--- src/rtl/core/fixed_point_alu_q24_8_unit_defines.svh ---
// ----------------------------------------------------------------------------
// fixed point alu assertion macros
// shared property forms for the q24.8 alu checks
// ----------------------------------------------------------------------------
`ifndef FIXED_POINT_ALU_Q24_8_UNIT_DEFINES_SVH
`define FIXED_POINT_ALU_Q24_8_UNIT_DEFINES_SVH

// same-cycle implication, quiet during reset
`define FPA_ASSERT_NOW(lbl, ante, cons, msg) \
  lbl: assert property (@(posedge clk) disable iff (rst) (ante) |-> (cons)) else $error(msg);

// next-cycle implication, quiet during reset
`define FPA_ASSERT_NEXT(lbl, ante, cons, msg) \
  lbl: assert property (@(posedge clk) disable iff (rst) (ante) |=> (cons)) else $error(msg);

`endif

--- src/rtl/core/fpa_pkg.sv ---
// ----------------------------------------------------------------------------
// fpa_pkg
// types and constants shared by the q24.8 fixed point alu
// ----------------------------------------------------------------------------
`default_nettype none

package fpa_pkg;

  localparam int DataWidth = 32;
  localparam int FracBits  = 8;
  localparam int QuoBits   = DataWidth + FracBits;
  // front, one stage per quotient bit, round, pack
  localparam int Latency   = QuoBits + 3;
  localparam int MulMerge  = 3;

  typedef enum logic [3:0] {
    KIND_ADD     = 4'd0,
    KIND_SUB     = 4'd1,
    KIND_MUL     = 4'd2,
    KIND_DIV     = 4'd3,
    KIND_GT      = 4'd4,
    KIND_LT      = 4'd5,
    KIND_GE      = 4'd6,
    KIND_LE      = 4'd7,
    KIND_EQ      = 4'd8,
    KIND_NE      = 4'd9,
    KIND_MIN     = 4'd10,
    KIND_MAX     = 4'd11,
    KIND_INC     = 4'd12,
    KIND_DEC     = 4'd13,
    KIND_TOINT   = 4'd14,
    KIND_FROMINT = 4'd15
  } kind_t;

  typedef enum logic [1:0] {
    ST_OK   = 2'd0,
    ST_DIV0 = 2'd1,
    ST_OVF  = 2'd2
  } status_t;

  localparam logic signed [DataWidth-1:0] SatMax = {1'b0, {(DataWidth-1){1'b1}}};
  localparam logic signed [DataWidth-1:0] SatMin = {1'b1, {(DataWidth-1){1'b0}}};

  typedef struct packed {
    kind_t                       kind;
    logic signed [DataWidth-1:0] operand_a;
    logic signed [DataWidth-1:0] operand_b;
  } req_t;

  typedef struct packed {
    logic signed [DataWidth-1:0] result_raw;
    logic                        compare_flag;
    status_t                     status;
  } rsp_t;

  typedef struct packed {
    kind_t                       kind;
    logic signed [DataWidth-1:0] res;
    logic                        flag;
    status_t                     st;
  } line_t;

  typedef struct packed {
    line_t                base;
    logic                 neg_a;
    logic                 neg_b;
    logic [DataWidth-1:0] mag_a;
    logic [DataWidth-1:0] mag_b;
    logic                 b_zero;
  } front_t;

  typedef struct packed {
    logic signed [DataWidth-1:0] res;
    status_t                     st;
  } arith_t;

endpackage

`default_nettype wire

--- src/rtl/core/fpa_mul.sv ---
// ----------------------------------------------------------------------------
// fpa_mul
// two-stage magnitude multiply with rounding and saturation
// ----------------------------------------------------------------------------
`default_nettype none

module fpa_mul (
  input  wire logic            clk,
  input  wire logic            adv,
  input  wire fpa_pkg::front_t front,
  output fpa_pkg::arith_t      mul
);
  import fpa_pkg::*;

  localparam int ProdBits = 2 * DataWidth;

  logic [ProdBits-1:0] prod;
  logic                neg;
  logic [ProdBits:0]   rounded;
  logic [ProdBits:0]   shifted;
  logic [ProdBits:0]   limit;
  logic                ovf;
  logic [DataWidth-1:0] mag;

  always_ff @(posedge clk) begin
    if (adv) begin
      prod <= ProdBits'(front.mag_a) * ProdBits'(front.mag_b);
      neg  <= front.neg_a ^ front.neg_b;
    end
  end

  assign rounded = {1'b0, prod} + ((ProdBits+1)'(1) << (FracBits-1));
  assign shifted = rounded >> FracBits;
  assign limit   = (ProdBits+1)'({1'b0, {(DataWidth-1){1'b1}}}) + (ProdBits+1)'(neg);
  assign ovf     = shifted > limit;
  assign mag     = shifted[DataWidth-1:0];

  always_ff @(posedge clk) begin
    if (adv) begin
      mul.res <= ovf ? (neg ? SatMin : SatMax) : (neg ? -mag : mag);
      mul.st  <= ovf ? ST_OVF : ST_OK;
    end
  end

endmodule

`default_nettype wire

--- config.mk ---
export PLATFORM = sky130hd
export DESIGN_NAME = fpa_mul
export DESIGN_NICKNAME = d
export VERILOG_FILES = /design/src/rtl/core/fixed_point_alu_q24_8_unit_defines.svh /design/src/rtl/core/fpa_pkg.sv /design/src/rtl/core/fpa_mul.sv
export SDC_FILE = /design/constraint.sdc
export NUM_CORES = 2
export LEC_CHECK = 0
export BUFFER_PORTS_ARGS = -buffer_cell sky130_fd_sc_hd__buf_2
export CELL_PAD_IN_SITES_DETAIL_PLACEMENT = 2
export CELL_PAD_IN_SITES_GLOBAL_PLACEMENT = 2
export CORE_MARGIN = 3
export CORE_UTILIZATION = 23
export CTS_CLUSTER_DIAMETER = 30
export CTS_CLUSTER_SIZE = 16
export DETAILED_ROUTE_END_ITERATION = 16
export GPL_ROUTABILITY_DRIVEN = 0
export PLACE_DENSITY_LB_ADDON = 0.1
export RECOVER_POWER = 100
export SLEW_MARGIN = 40
export SYNTH_ARGS = -nofsm -noshare
export SYNTH_HDL_FRONTEND = slang
export SYNTH_SLANG_ARGS = --single-unit
--- constraint.sdc ---
create_clock -name clk -period 21.2 [get_ports clk]
set_input_delay 4.24 -clock clk [delete_from_list [all_inputs] [get_ports clk]]
set_output_delay 4.24 -clock clk [all_outputs]
set_load 0.005 [all_outputs]
Word level (Yosys, flattened, before mapping):

Cells that the tools add are included.

* add/sub/neg operators: 3
* $mul: 1
* div/mod/pow operators: 0
* order comparisons: 1
* eq/ne operators: 0
* shift-type cells: 0
* multiplexer cells: 4
* bitwise gates (word level): 1
* reductions and logical operators: 0

Operators by type and width (count)
* $mux W32: 3
* $add A64 B8 Y65 const B: 1
* $mul A32 B32 Y64: 1
* $gt A57 B32 Y1: 1
* $add A31 B1 Y32 const A: 1
* $neg A32 Y32: 1
* $mux W2: 1
* $xor A1 B1 Y1: 1

* register bits after elaboration: 99
* bits in latches: 0
* RAM bits: 0
* bits in read-only memories: 0
* output and inout port bits: 34
* word-level logic and storage cells: 14
* memories: 0

Logic depth before layout (Yosys ltp):

* word-level depth: 4
* depth in mapped cells: 28

Worst setup path before layout:

Ideal clock, no wire load.

* path type: input to register
* start: in front[37] in the netlist's numbering
* end: reg prod[57], data pin
* setup time: 260 ps
* arrival: 10988 ps
* setup slack: 9952 ps
* stages: 23
* path through: clkbuf_1 -> nand2_1 -> fa_1 -> inv_1 -> fa_1 -> fa_1 -> fa_1 -> fa_1 -> fa_1 -> fa_1 -> inv_1 -> fa_1 -> inv_1 -> ha_1 -> a2111o_1 -> a31oi_1 -> o21ai_0 -> a21o_1 -> a221o_1 -> or2_2 -> o2111ai_1 -> and4b_1 -> a211oi_1

* cells in the longest elaborated chain, start to end: 1

RTL lines
* from (decl): RTL line fpa_mul.sv:10 `input wire fpa_pkg::front_t front,`
* $mul A32 B32 Y64: RTL line fpa_mul.sv:27 `prod <= ProdBits'(front.mag_a) * ProdBits'(front.mag_b);`
* to (signal assigned): RTL line fpa_mul.sv:27
* to (decl): RTL line fpa_mul.sv:17 `logic [ProdBits-1:0] prod;`

No other way between the ends.
A chain may end at the register's enable or synchronous reset.

Worst setup path after layout:

* start: in front[3] in the netlist's numbering
* end: reg prod[60], data pin

Same word-level chain as after synthesis.

==> metrics.md <==
| Metric | Value |
|---|---|
| Status | `finished, violations left` |
| Failing checks | `capacitance limit, slew limit` |
| Aggregate routed wire length | `140000 um` |
| Io pins | `142` |
| Clk pin slew, worst setup/hold paths | `0.07 ns` |
| Vias in the first global route | `34.0k` |
| Hold crit path type | `reg2reg` |
| Root Buffer | `clkbuf_16` |
| Final period util | `0.614` |
| CTS Hold Bufs | `0` |
| Die area | `0.176 sq mm` |
| Post-synth EDFFs | `91` |
| Fin. Hold Viols | `0` |
| Unrepaired setup endpoints after global routing | `false` |
| Global-route wire length before repair | `216000 um` |
| Ys async rst share | `0` |
| Crit Path Max Fanout | `32` |
| Max Cap Violations | `4` |
| Number of CTS-inserted buffers | `9` |
| CTS max path bufs | `2` |
| Cts repair resizes | `0` |
| Port Buf Inserts | `100` |
| Synth Register Bits | `91` |
| Slew HR | `-1.20` |
| Seq/Total Area, Yosys | `0.0694` |
| Layout area overhead | `7.96%` |
| Worst setup SP type | `primary input` |
| Core area | `0.170 sq mm` |
| Row Count | `151` |
| Max Slew Vio Count | `159` |
| Clock Skew | `0.00898 ns` |
| Seq. cell area | `0.00273 sq mm` |
| Chip height | `420 um` |
| Ys Warns | `0` |
| Largest net degree at the start of global routing | `64` |
| Antenna-violating nets left | `0` |
| Syn Nets | `5613` |
| Via Count | `28.6k` |
| Multi-input logic area | `0.0322 sq mm` |
| Layout filler cell count | `19.3k` |
| Max Clock Freq | `76.8 MHz` |
| Worst-Margin Slew | `3.29 ns` |
| CP Class | `in2reg` |
| Gate Count Post-Synth | `4316` |
| TNS Setup | `0 ns` |
| Overall routing resource usage | `0.163` |
| CP endpoint kind | `flop` |
| Layout cell share with drive strength beyond 1 | `0.0351` |
| Die W | `420 um` |
| Setup violators final | `0` |
| DRT Pass-1 Iters | `5` |
| Worst-Skew Late Latency | `0.38 ns` |
| H-tree levels | `3` |
| Initial core utilization | `0.232` |
| Grt ovf | `0` |
| Most frequent cells in the layout | `inv_1 (938), fa_1 (895), and2_1 (602)` |
| 1st-iter DRT viols | `823` |
| Cell variety after synth | `74` |
| DRC Markers | `0` |
| Synth Flop Type | `edfxtp_1` |
| Vias per Instance | `4.41` |
| Critical path required time | `21.34 ns` |
| Syn_area_per_cell | `9.12 sq um` |
| Arr. time, crit path | `13.16 ns` |
| # nets final | `5541` |
| DR WL/cell | `21.7 um` |
| Post-route minimum period | `13.02 ns` |
| Post-Syn Area | `0.0394 sq mm` |
| Post-CTS Setup Bufs | `0` |
| Antenna violations before repair | `12` |
| Commonest non-fill, non-tap cell in the layout | `inv_1` |
| Dpl hpwl | `113000 um` |
| CTS sink count | `91` |
| TritonCTS clock tree | `done` |
==> registers in the layout (all words and copies together) (netlist names) <==
signal  flops
neg         1
mul        33
prod       57
==> through the flow <==
step	instance area (sq um)	setup WS [ns]	instances	util	hold slack, ns
floorplan	39400	9.95	4316	-	0.752
global placement	42000	7.95	6447	0.248	0.904
detailed placement	42100	8.06	6448	0.248	0.910
CTS	42400	8.45	6464	0.250	0.928
global route	42500	7.39	6468	0.250	0.997
finish	42500	8.18	6469	0.250	0.907
==> final cells by class <==
class / instances / area share
well taps: 2218 / 0.0653
clock inverters: 6 / 0.00227
multi-input cells: 3060 / 0.758
inverters: 939 / 0.0830
flip-flops and latches: 91 / 0.0643
repair buffers: 143 / 0.0215
diodes: 2 / 0.000118
clock buffers: 10 / 0.00539
==> final timing paths <==
path / from / end / slack [ns] / cells after the start
hold / removal: prod[14] / mul[8] / 0.91 / 3
setup reg to reg: prod[7] / mul[26] / 12.11 / 18
hold reg to reg: prod[14] / mul[8] / 0.91 / 3
setup / recovery: front[3] / prod[60] / 8.18 / 22
==> routing by layer <==
layer	GRT usage	wire length, um
met5	0	0
met3	0.00816	1540
met4	0.0240	2110
met1	0.207	61500
met2	0.308	75100
==> logic make-up (layout without fill, tap and decap cells) <==
group                    after synthesis  count (layout)  share of synthesized area
XOR/XNOR                              92              92                     0.0205
buffers and inverters               1165            1098                      0.112
AND/OR/NAND/NOR                     1452            1452                      0.192
multiplexers                          17              17                    0.00442
AO/OA/AOI/OAI                        309             309                     0.0529
other                                  1               3                  0.0000953
adder cells (fa/ha/maj)             1189            1189                      0.549
flip-flops                            91              91                     0.0694
==> Yosys cell counts (all sizes together) (7+ instances only) <==
cell type | count | area (sq um)
inv | 939 | 3520
fa | 895 | 17900
and2 | 607 | 3800
nand2 | 527 | 1980
ha | 294 | 3680
clkbuf | 214 | 803
edfxtp | 91 | 2730
a21oi | 86 | 430
nor2 | 81 | 304
nand3 | 78 | 395
xnor2 | 56 | 490
o21ai | 54 | 270
nand4 | 43 | 269
xor2 | 36 | 315
a21o | 30 | 225
nor3 | 23 | 120
and3 | 21 | 131
a211oi | 19 | 143
a22o | 19 | 166
nor4 | 18 | 134
o21bai | 15 | 113
mux2i | 14 | 140
nand2b | 13 | 81.3
buf | 12 | 86.3
a31oi | 10 | 62.6
o211ai | 9 | 67.6
o21a | 8 | 60.1
and4 | 7 | 61.3
or3 | 7 | 43.8
==> worst max-delay path, stage by stage <==
cell and delay [ns]:
clkbuf_1 1.22, nand2_1 0.23, fa_1 0.52, fa_1 0.50, fa_1 0.57, fa_1 0.51
inv_1 0.05, fa_1 0.52, fa_1 0.44, fa_1 0.60, inv_1 0.08, fa_1 0.58
inv_1 0.05, ha_1 0.40, nand4_1 0.14, nor2_1 0.12, nand2_1 0.10, a2111oi_0 0.68
o21ai_0 0.41, a31oi_1 0.38, o21ai_0 0.32, o311ai_0 0.48
Power is left out: the tool's default activity adds up to more than one toggle a clock period on the data nets, which glitch-free logic cannot reach.
